<file path="src/hdl/pplb_pkg.sv">
`timescale 1ns / 1ps
`default_nettype none
// ----------------------------------------------------------------------------
// pplb_pkg
// Shared types, sizes and helpers of the ping-pong line buffer.
// ----------------------------------------------------------------------------
package pplb_pkg;

	// bytes per line buffer, terminator slot included
	localparam int LINE_CAPACITY = 64;

	// derived sizes
	localparam int LEN_W     = $clog2(LINE_CAPACITY);
	localparam int ADDR_W    = $clog2(2 * LINE_CAPACITY);
	localparam int STORE_DEPTH = 2 * LINE_CAPACITY;

	// fixed field widths
	localparam int BYTE_W    = 8;
	localparam int OUT_LEN_W = 6;
	localparam int REQ_W     = 2;

	// line terminators
	localparam logic [BYTE_W-1:0] CHAR_CR = 8'd13;
	localparam logic [BYTE_W-1:0] CHAR_LF = 8'd10;

	// event kinds
	typedef enum logic [REQ_W-1:0] {
		REQ_RX       = 2'd0,
		REQ_TX_EMPTY = 2'd1,
		REQ_TX_DONE  = 2'd2,
		REQ_ARM      = 2'd3
	} req_t;

	// result word without the byte read from the store
	typedef struct packed {
		logic                 tx_valid;
		logic                 line_done;
		logic [OUT_LEN_W-1:0] line_length;
		logic                 line_buffer;
		logic                 byte_dropped;
		logic                 tx_armed_now;
	} result_t;

	// store address of a position inside one of the two buffers
	function automatic logic [ADDR_W-1:0] store_addr(input logic buf_sel,
			input logic [LEN_W-1:0] pos);
		logic [ADDR_W-1:0] base;
		base = buf_sel ? ADDR_W'(LINE_CAPACITY) : '0;
		return base + ADDR_W'(pos);
	endfunction

endpackage
`default_nettype wire

</file>
<file path="src/hdl/pplb_ram.sv">
`timescale 1ns / 1ps
`default_nettype none
// ----------------------------------------------------------------------------
// pplb_ram
// Generic single-clock RAM, one write port, one read port, registered read.
// ----------------------------------------------------------------------------
module pplb_ram #(
	parameter int WIDTH = 8,
	parameter int DEPTH = 128
) (
	input  wire logic                     clk,
	input  wire logic                     we,
	input  wire logic [$clog2(DEPTH)-1:0] waddr,
	input  wire logic [WIDTH-1:0]         wdata,
	input  wire logic                     re,
	input  wire logic [$clog2(DEPTH)-1:0] raddr,
	output      logic [WIDTH-1:0]         rdata
);

	logic [WIDTH-1:0] mem_q [DEPTH];

	// write port
	always_ff @(posedge clk) begin
		if (we) begin
			mem_q[waddr] <= wdata;
		end
	end

	// read port, data held until the next read
	always_ff @(posedge clk) begin
		if (re) begin
			rdata <= mem_q[raddr];
		end
	end

endmodule
`default_nettype wire

</file>
<file path="src/hdl/ping_pong_line_buffer_core.sv">
`timescale 1ns / 1ps
`default_nettype none
// ----------------------------------------------------------------------------
// ping_pong_line_buffer_core
// Line receiver with two ping-pong buffers and an event-driven transmitter.
// ----------------------------------------------------------------------------
// Usage:
//   The slave channel takes one serial event per word: tuser carries the
//   event kind (received byte, transmitter empty, transmit complete, arm
//   transmit) and tdata the received byte. Every event yields exactly one
//   result word on the master channel: a byte to transmit with its valid
//   flag, a line-closed report, a dropped-byte flag and the transmit enable.
//   Line bytes live in one RAM of two line buffers; lengths, positions and
//   flags live in registers and are updated in the accept cycle.
//   From accept a result passes the read stage (registered RAM read) and
//   then the output register. One word per cycle is sustained while the
//   master side takes results; the RAM has a write port for received bytes
//   and a read port for transmit bytes, which always address opposite buffers.
//   If the master side stalls, the result waits in the output register and
//   one more event can be held in the read stage; s_tready falls only when
//   both are full. Reset empties both stages, selects buffer 0 for receive,
//   clears lengths, transmit position and flags; the RAM is not cleared.
// ----------------------------------------------------------------------------
module ping_pong_line_buffer_core (
	input  wire logic        clk,
	input  wire logic        arst_n,
	// slave channel
	input  wire logic        s_tvalid,
	output      logic        s_tready,
	input  wire logic [7:0]  s_tdata,   // [7:0] rx_byte
	input  wire logic [1:0]  s_tuser,   // [1:0] req_type
	// master channel
	output      logic        m_tvalid,
	input  wire logic        m_tready,
	// [7:0] tx_byte, [13:8] line_length, [14] line_buffer, [15] byte_dropped,
	// [16] tx_armed_now, [23:17] zero
	output      logic [23:0] m_tdata,
	output      logic [1:0]  m_tuser    // [0] tx_valid, [1] line_done
);
	import pplb_pkg::*;

	// control state
	logic             active_q;
	logic [LEN_W-1:0] len0_q, len1_q;
	logic [LEN_W-1:0] tx_pos_q;
	logic             armed_q;
	logic             comp_q;

	logic             active_d;
	logic [LEN_W-1:0] len0_d, len1_d;
	logic [LEN_W-1:0] tx_pos_d;
	logic             armed_d;
	logic             comp_d;

	// pipeline
	logic             valid_s1;
	result_t          res_s1;
	result_t          res_d;
	logic             out_free;
	logic             accept;

	// store access
	logic              ram_we;
	logic              ram_re;
	logic [ADDR_W-1:0] ram_waddr;
	logic [ADDR_W-1:0] ram_raddr;
	logic [BYTE_W-1:0] ram_rdata;

	// decoded event
	req_t             req;
	logic [BYTE_W-1:0] rx_byte;
	logic             rxb, txb;
	logic [LEN_W-1:0] len_rx, len_tx;
	logic             is_term;

	assign req      = req_t'(s_tuser);
	assign rx_byte  = s_tdata;
	assign out_free = !m_tvalid || m_tready;
	assign s_tready = !valid_s1 || out_free;
	assign accept   = s_tvalid && s_tready;

	assign rxb     = active_q;
	assign txb     = !active_q;
	assign len_rx  = rxb ? len1_q : len0_q;
	assign len_tx  = txb ? len1_q : len0_q;
	assign is_term = (rx_byte == CHAR_CR) || (rx_byte == CHAR_LF);

	assign ram_waddr = store_addr(rxb, len_rx);
	assign ram_raddr = store_addr(txb, tx_pos_q);

	// event decode and next control state
	always_comb begin
		active_d = active_q;
		len0_d   = len0_q;
		len1_d   = len1_q;
		tx_pos_d = tx_pos_q;
		armed_d  = armed_q;
		comp_d   = comp_q;
		ram_we   = 1'b0;
		ram_re   = 1'b0;
		res_d    = '0;
		unique case (req)
			REQ_RX: begin
				if (is_term) begin
					res_d.line_done   = 1'b1;
					res_d.line_length = OUT_LEN_W'(len_rx);
					res_d.line_buffer = rxb;
					active_d          = !rxb;
					if (rxb) begin
						len0_d = '0;
					end else begin
						len1_d = '0;
					end
					tx_pos_d = '0;
					if (comp_q) begin
						armed_d = 1'b1;
					end
				end else if (len_rx < LEN_W'(LINE_CAPACITY - 1)) begin
					ram_we = 1'b1;
					if (rxb) begin
						len1_d = len_rx + 1'b1;
					end else begin
						len0_d = len_rx + 1'b1;
					end
				end else begin
					res_d.byte_dropped = 1'b1;
				end
			end
			REQ_TX_EMPTY: begin
				if (armed_q) begin
					if (tx_pos_q < len_tx) begin
						res_d.tx_valid = 1'b1;
						ram_re         = 1'b1;
						tx_pos_d       = tx_pos_q + 1'b1;
					end else begin
						armed_d  = 1'b0;
						comp_d   = 1'b1;
						tx_pos_d = '0;
						if (txb) begin
							len1_d = '0;
						end else begin
							len0_d = '0;
						end
					end
				end
			end
			REQ_TX_DONE: begin
				comp_d = 1'b0;
			end
			REQ_ARM: begin
				armed_d = 1'b1;
			end
			default: begin
				armed_d = armed_q;
			end
		endcase
		res_d.tx_armed_now = armed_d;
	end

	// control registers, updated on each accepted word
	always_ff @(posedge clk or negedge arst_n) begin
		if (!arst_n) begin
			active_q <= 1'b0;
			len0_q   <= '0;
			len1_q   <= '0;
			tx_pos_q <= '0;
			armed_q  <= 1'b0;
			comp_q   <= 1'b0;
		end else if (accept) begin
			active_q <= active_d;
			len0_q   <= len0_d;
			len1_q   <= len1_d;
			tx_pos_q <= tx_pos_d;
			armed_q  <= armed_d;
			comp_q   <= comp_d;
		end
	end

	// line store, write to receiving buffer, read from transmitting buffer
	pplb_ram #(
		.WIDTH(BYTE_W),
		.DEPTH(STORE_DEPTH)
	) u_store (
		.clk  (clk),
		.we   (accept && ram_we),
		.waddr(ram_waddr),
		.wdata(rx_byte),
		.re   (accept && ram_re),
		.raddr(ram_raddr),
		.rdata(ram_rdata)
	);

	// read stage valid
	always_ff @(posedge clk or negedge arst_n) begin
		if (!arst_n) begin
			valid_s1 <= 1'b0;
		end else if (s_tready) begin
			valid_s1 <= s_tvalid;
		end
	end

	// read stage payload
	always_ff @(posedge clk) begin
		if (accept) begin
			res_s1 <= res_d;
		end
	end

	// output register valid
	always_ff @(posedge clk or negedge arst_n) begin
		if (!arst_n) begin
			m_tvalid <= 1'b0;
		end else if (out_free) begin
			m_tvalid <= valid_s1;
		end
	end

	// output register payload
	always_ff @(posedge clk) begin
		if (out_free && valid_s1) begin
			m_tuser <= {res_s1.line_done, res_s1.tx_valid};
			m_tdata <= {7'd0, res_s1.tx_armed_now, res_s1.byte_dropped,
				res_s1.line_buffer, res_s1.line_length,
				res_s1.tx_valid ? ram_rdata : 8'h00};
		end
	end

endmodule
`default_nettype wire

</file>
<file path="config.mk">
export PLATFORM = sky130hd
export DESIGN_NAME = ping_pong_line_buffer_core
export DESIGN_NICKNAME = d
export VERILOG_FILES = /design/src/hdl/pplb_pkg.sv /design/src/hdl/pplb_ram.sv /design/src/hdl/ping_pong_line_buffer_core.sv
export SDC_FILE = /design/constraint.sdc
export NUM_CORES = 1
export LEC_CHECK = 0
export ABC_AREA = 0
export BUFFER_PORTS_ARGS = -buffer_cell sky130_fd_sc_hd__buf_2
export CAP_MARGIN = 20
export CORE_ASPECT_RATIO = 0.75
export CORE_UTILIZATION = 35
export CTS_BUF_LIST = sky130_fd_sc_hd__clkbuf_4 sky130_fd_sc_hd__clkbuf_8 sky130_fd_sc_hd__clkbuf_16
export DETAILED_ROUTE_END_ITERATION = 8
export GPL_ROUTABILITY_DRIVEN = 1
export MAX_ROUTING_LAYER = met4
export PLACE_DENSITY = 0.52
export RECOVER_POWER = 100
export SKIP_LAST_GASP = 1
export SYNTH_ARGS = -nofsm -noshare
export SYNTH_HDL_FRONTEND = slang
export SYNTH_SLANG_ARGS = --single-unit
</file>
<file path="constraint.sdc">
create_clock -name clk -period 3.5 [get_ports clk]
set_input_delay 0.525 -clock clk [delete_from_list [all_inputs] [get_ports clk]]
set_output_delay 0.525 -clock clk [all_outputs]
set_load 0.05 [all_outputs]
</file>
# After elaboration in Yosys (flattened, before gate mapping)
# Memory sizes are Yosys's and may differ from the RTL's. A register that Yosys moved wholly into a read port is not among the register bits.
# Index checks and enable logic that the tools add are counted.
totals:
  latch_bits: 0
  ramBits: 1024
  romBits: 0
  n_memories: 1
  regBits: 53
mem_list:
  columns: ["name", "depth", "word_bits", "read_ports", "rd_clocked_by_memory_dff", "write_ports", "line", "source"]
  rows:
  - ["u_store.mem_q", 128, 8, 1, 1, 1, "pplb_ram.sv:20", "logic [WIDTH-1:0] mem_q [DEPTH];"]
classes:
  magnitude_cmp: 2
  eq_ne: 11
  n_reduce_logical: 20
  bitwise: 1
  n_mul: 0
  n_div: 0
  shifts: 0
  muxes: 38
  add_sub_neg: 4
op_table:
  columns: ["cell", "count"]
  rows:
  - ["$mux W6", 17]
  - ["$pmux W6 S2", 3]
  - ["$eq A8 B4 Y1 const B", 2]
  - ["$add A7 B6 Y7", 2]
  - ["$mux W7", 2]
  - ["$mux W1", 13]
  - ["$add A6 B1 Y6 const B", 2]
  - ["$reduce_and A6 Y1", 2]
  - ["$ne A3 B3 Y1 const B", 3]
  - ["$mux W8", 1]
  - ["$reduce_and A4 Y1", 2]
  - ["$lt A6 B6 Y1", 1]
  - ["$lt A6 B6 Y1 const B", 1]
  - ["$ne A2 B2 Y1 const B", 3]
  - ["$eq A2 B2 Y1 const B", 2]
  - ["$logic_and A1 B1 Y1", 4]
  - ["$reduce_bool A2 Y1", 2]
  - ["$logic_not A1 Y1", 3]
  - ["$logic_or A1 B1 Y1", 3]
  - ["$pmux W1 S3", 1]
  - ["$reduce_and A3 Y1", 1]
  - ["$eq A2 B1 Y1 const B", 1]
  - ["$logic_not A2 Y1", 1]
  - ["$pmux W1 S2", 1]
  - ["other kinds (3)", 3]

# Depth between registers and ports, before layout
logic_depth:
  depth_word: 8
  mapped_depth: 12
  mapped_depth_nobuf: 9

# Modules after synthesis
# A second synthesis with hierarchy kept.
unflattened:
  hier_cells: 1861
  hier_area_um2: 42503.3
by_module_without_submodules:
  columns: ["mod", "seq_area_each_um2", "cells_per_inst", "area_per_inst_um2", "n_inst"]
  rows:
  - ["pplb_ram", 30989.7, 1635, 39745.6, 1]
  - ["ping_pong_line_buffer_core", 1476.4, 226, 2757.6, 1]

# Worst setup path before layout
# OpenSTA, ideal clock, no wires.
synth_path:
  path_kind: "register to register"
  from: "register active_q"
  to: "register u_store.rdata[0], read port of u_store.mem_q (enable)"
  arrival_ns: 3.050
  path_slack_ns: 0.061
  setup_time_ns: 0.388
  stages_incl_launch_ff: 11
  path_buffers: 4
  required_ns: 3.112
  cell_sequence: "dfrtp_1 -> buf_4 -> buf_2 -> buf_1 -> buf_2 -> mux2i_1 -> ha_1 -> a21o_1 -> a21o_1 -> a21o_1 -> nor4_2"
synth_via:
  elab_chain_len: 6
  elab_cells_between_ends: 8
synth_rtl:
  columns: ["item", "line", "source"]
  rows:
  - ["from (decl)", "ping_pong_line_buffer_core.sv:43", "logic active_q;"]
  - ["from (signal assigned)", "ping_pong_line_buffer_core.sv:170", "active_q <= active_d;"]
  - ["$mux W6", "ping_pong_line_buffer_core.sv:85", "assign len_tx = txb ? len1_q : len0_q;"]
  - ["$lt A6 B6 Y1", "ping_pong_line_buffer_core.sv:131", "if (tx_pos_q < len_tx) begin"]
  - ["$mux W1", "ping_pong_line_buffer_core.sv:131", null]
  - ["$mux W1", "ping_pong_line_buffer_core.sv:130", "if (armed_q) begin"]
  - ["$mux W1", null, null]
  - ["$logic_and A1 B1 Y1", "ping_pong_line_buffer_core.sv:188", ".re (accept && ram_re),"]
  - ["via u_store.re", "pplb_ram.sv:15", "input wire logic re,"]
  - ["to (decl)", "pplb_ram.sv:17", "output logic [WIDTH-1:0] rdata"]
# The timed path passes the listed nets, and every way through them passes these cells.
# A chain may end at the register's enable or synchronous reset.

# Final worst setup path
layout_path:
  from: "register active_q"
  to: "register u_store.rdata[6], read port of u_store.mem_q (enable)"
# Same word-level chain as after synthesis.

==> out/metrics.csv <==
stage,metric,value,unit
placed_design,pre_cts_slack,0.342,ns
finish,instances_no_fill,4039,
sta,rsz0062_at_grt,no,
finish,drive_gt1_frac,0.200,
hold_path,holdPathStages,3,
finish,layout.nets,2344,
routing,wl_met2,48300,um
power_and_ir_drop,ir_worst_vdd,0.000464,V
clocking,postCtsSetupBuffers,0,
finish,nFillCells,10800,
routing,wl_met3,7840,um
power_and_ir_drop,pwr-share-comb,0.222,
clocking,cts.path.max_buffers,3,
routing,met1Wirelength,52800,um
synth,yosysSeqAreaShare,0.757,
floorplanning,rows,110,
worst_setup_path,end_kind,flip-flop,
floorplanning,die_area,0.124,mm2
worst_setup_path,worstSetupPathType,reg2reg,
routing,ant_nets,0,
sta,slew_violations,638,
worst_setup_path,crit_path_start,active_q,
finish,final_cell_mix,"edfxtp_1 (1,062), mux2i_1 (199), mux4_2 (192), nor2_1 (157), clkbuf_16 (105)",
synth,synthesis.area,0.0429,mm2
synth,synth.distinct_cells,58,
hold_path,worstHoldStart,m_tready,
worst_setup_path,crit_slowest_cell,clkbuf_1,
grt,first_global_vias,22100,
synth,synth_flop_cell,edfxtp_1,
worst_setup_path,path_max_fanout,19,
routing,avgRoutedWirePerCell,27.6,um
placed_design,hpwl,69200,um
worst_setup_path,r2r-start,active_q,
worst_setup_path,cp.arrival,3.62,ns
clocking,ctsRootBufferMaster,clkbuf_16,
sta,fmax,0.305,GHz
synth,syn_inst,2199,
routing,wl,111000,um
floorplanning,start_util,0.355,
clocking,path_clk_slew,0.06,ns
sta,setup_ws,0.219,ns
sta,hold_violations,0,
sta,min_period,3.28,ns
synth,synthTopCellsByArea,"edfxtp_1 (74%), mux4_2 (10%), mux2i_1 (4.6%)",
worst_setup_path,worstPathRequired,3.83,ns
floorplanning,coreArea,0.121,mm2
clocking,cts_resized,0,
synth,synth_mux_area_frac,0.149,
clocking,cts_hold_buf,2,
hold_path,worstHoldPathType,in2reg,
sta,post-route-period-util,0.937,
floorplanning,die_width,406,um
synth,synth.avg_cell_area,19.5,um2
synth,synth-edff-count,1062,
routing,drtIter0Drc,2419,
grt,track_usage,0.186,
worst_setup_path,cpPeakStageDelay,0.75,ns
clocking,clkSinkCount,1085,
synth,yosys.area_share.adder,0.00204,
clocking,cts_tree,done,
floorplanning,io_pins,42,
synth,synth-compound-area-share,0.0404,
grt,grt-ovfl-total,0,
run,maxCapViolations,8,
synth,yosys.area_share.simple,0.0332,
synth,synth_xor_area_frac,0.00184,
synth,synth_area_leader_cell,edfxtp_1,
routing,num_vias,22100,
grt,grt_max_degree,127,
routing,drc,0,
worst_setup_path,crit_top_cell,a21o_1,
power_and_ir_drop,pwr-share-seq,0.430,
synth,synth_top_family_by_area,multiplexers,
grt,grt_pass1_wl,162000,um
power_and_ir_drop,p_switching,0.00961,W
worst_setup_path,path_cells,buf_4 -> buf_4 -> mux2i_1 -> ha_1 -> a21o_1 -> a21o_1 -> a21o_1 -> nor4_1 -> clkbuf_1,
synth,synth_seq_cells,1085,
sta,slew_headroom,-0.342,
routing,drtPass1Iterations,5,
sta,tightestPinTransition,2.01,ns
routing,viasPerCell,5.48,
power_and_ir_drop,clkPwrFrac,0.347,
synth,async_flop_share,0.0212,
power_and_ir_drop,netSwitchingFraction,0.282,
power_and_ir_drop,p_per_area,696,mW/mm2
synth,yosys_warnings,0,
power_and_ir_drop,p_int,0.0245,W
sta,finalSetupViolCount,0,
placed_design,place_inst,3838,
finish,synthToLayoutAreaGrowth,14.3,%
placed_design,place.port_buffers,34,
status,violations,"max-capacitance violations, max-slew violations",
worst_setup_path,r2r_cells,9,
sta,clock_skew,0.0204,ns
placed_design,place_congestion,0.854,
sta,tns,0,ns
grt,antenna_found_initial,5,
worst_setup_path,startpoint_type,flip-flop,
synth,netlist.area_leader.share,0.743,
floorplanning,die_h,305,um
routing,routed.top_layer,met4,
status,status,"complete, but fails checks",
finish,layout.cells.most_common,edfxtp_1,
power_and_ir_drop,leakagePower,15.1,nW
finish,final_util,0.406,
clocking,h-tree-depth,3,
clocking,cts_buffers,105,
clocking,clk_latency,0.72,ns
-- cell usage after synthesis, types with 9 or more instances --
master,instances
nor2_1,157
o21ai_0,42
nand3_1,46
nor2b_1,12
buf_1,12
mux2i_1,199
nand3b_1,9
and2_1,16
nand2_1,26
edfxtp_1,1062
a21oi_1,66
dfrtp_1,23
mux4_2,192
a22oi_1,28
clkbuf_1,51
inv_1,15
o221ai_1,61
buf_4,26
buf_2,35
nand4_1,9
-- final timing paths --
check                              endpoint  slack [ns]
max in group asynchronous       tx_pos_q[2]        1.57
min in group asynchronous            comp_q        0.77
setup reg to reg           u_store.rdata[6]        0.22
hold / removal                     m_tvalid        0.11
hold reg to reg                 m_tdata[14]        0.42
setup / recovery           u_store.rdata[6]        0.22
-- sequential cells by signal (all words and copies together), names as in the netlist, 2 cells and up --
name and cells:
m_tdata 17, u_store.rdata 8, res_s1 11, len1_q 6
tx_pos_q 6, m_tuser 2, len0_q 6, u_store.mem_q 1024
-- per-layer routing --
metal | global-route usage | up-vias
met5 | - | -
met4 | 0.0441 | 0
met3 | 0.0339 | 186
met2 | 0.258 | 903
met1 | 0.281 | 11800
li1 | - | 9286
-- final cells by class --
cell class | count | area (um2) | area share
diodes | 2 | 5.00 | 0.000102
repair buffers | 141 | 1110 | 0.0227
clock buffers | 132 | 2840 | 0.0580
inverters | 15 | 56.3 | 0.00115
multi-input cells | 975 | 9730 | 0.198
flip-flops and latches | 1085 | 32500 | 0.662
well taps | 1624 | 2030 | 0.0414
clock inverters | 65 | 773 | 0.0158
-- critical path: cells and delay by family, from the launching register on --
kind / cells / cell delay, ns
multiplexers: 1 / 0.12
adder cells (fa/ha/maj): 1 / 0.20
flip-flops: 1 / 0.41
AND/OR/NAND/NOR: 1 / 0.27
AO/OA/AOI/OAI: 3 / 0.61
buffers and inverters: 3 / 1.28
-- cells by family (layout without fill, tap and decap cells) --
kind of cell | Yosys count | after routing
mux | 396 | 396
fa+ha+maj | 7 | 7
buf+inv | 145 | 353
flops | 1085 | 1085
xor+xnor | 9 | 9
other cells | 1 | 9
simple gates | 305 | 305
compound gates | 251 | 251
-- power groups by stage --
stage	combinational [W]	sequential, W	clock (W)
finish	0.00758	0.0147	0.0119
global route	0.00804	0.0147	0.0126
CTS	0.00767	0.0147	0.0121
detailed placement	0.00764	0.0149	0
global placement	0.00759	0.0149	0
floorplan	0.00505	0.0148	0
-- through the flow --
| stage | total power (W) | hold slack, ns | cell area, um2 |
|---|---|---|---|
| 2_1_floorplan | 0.0199 | 0.229 | 42900 |
| 3_3_place_gp | 0.0225 | 0.406 | 45600 |
| 3_5_place_dp | 0.0226 | 0.405 | 45600 |
| 4_1_cts | 0.0344 | 0.0471 | 49200 |
| 5_1_grt | 0.0353 | 0.109 | 49000 |
| 6_report | 0.0341 | 0.108 | 49000 |
No activity file was read; power rests on OpenSTA's default activity.
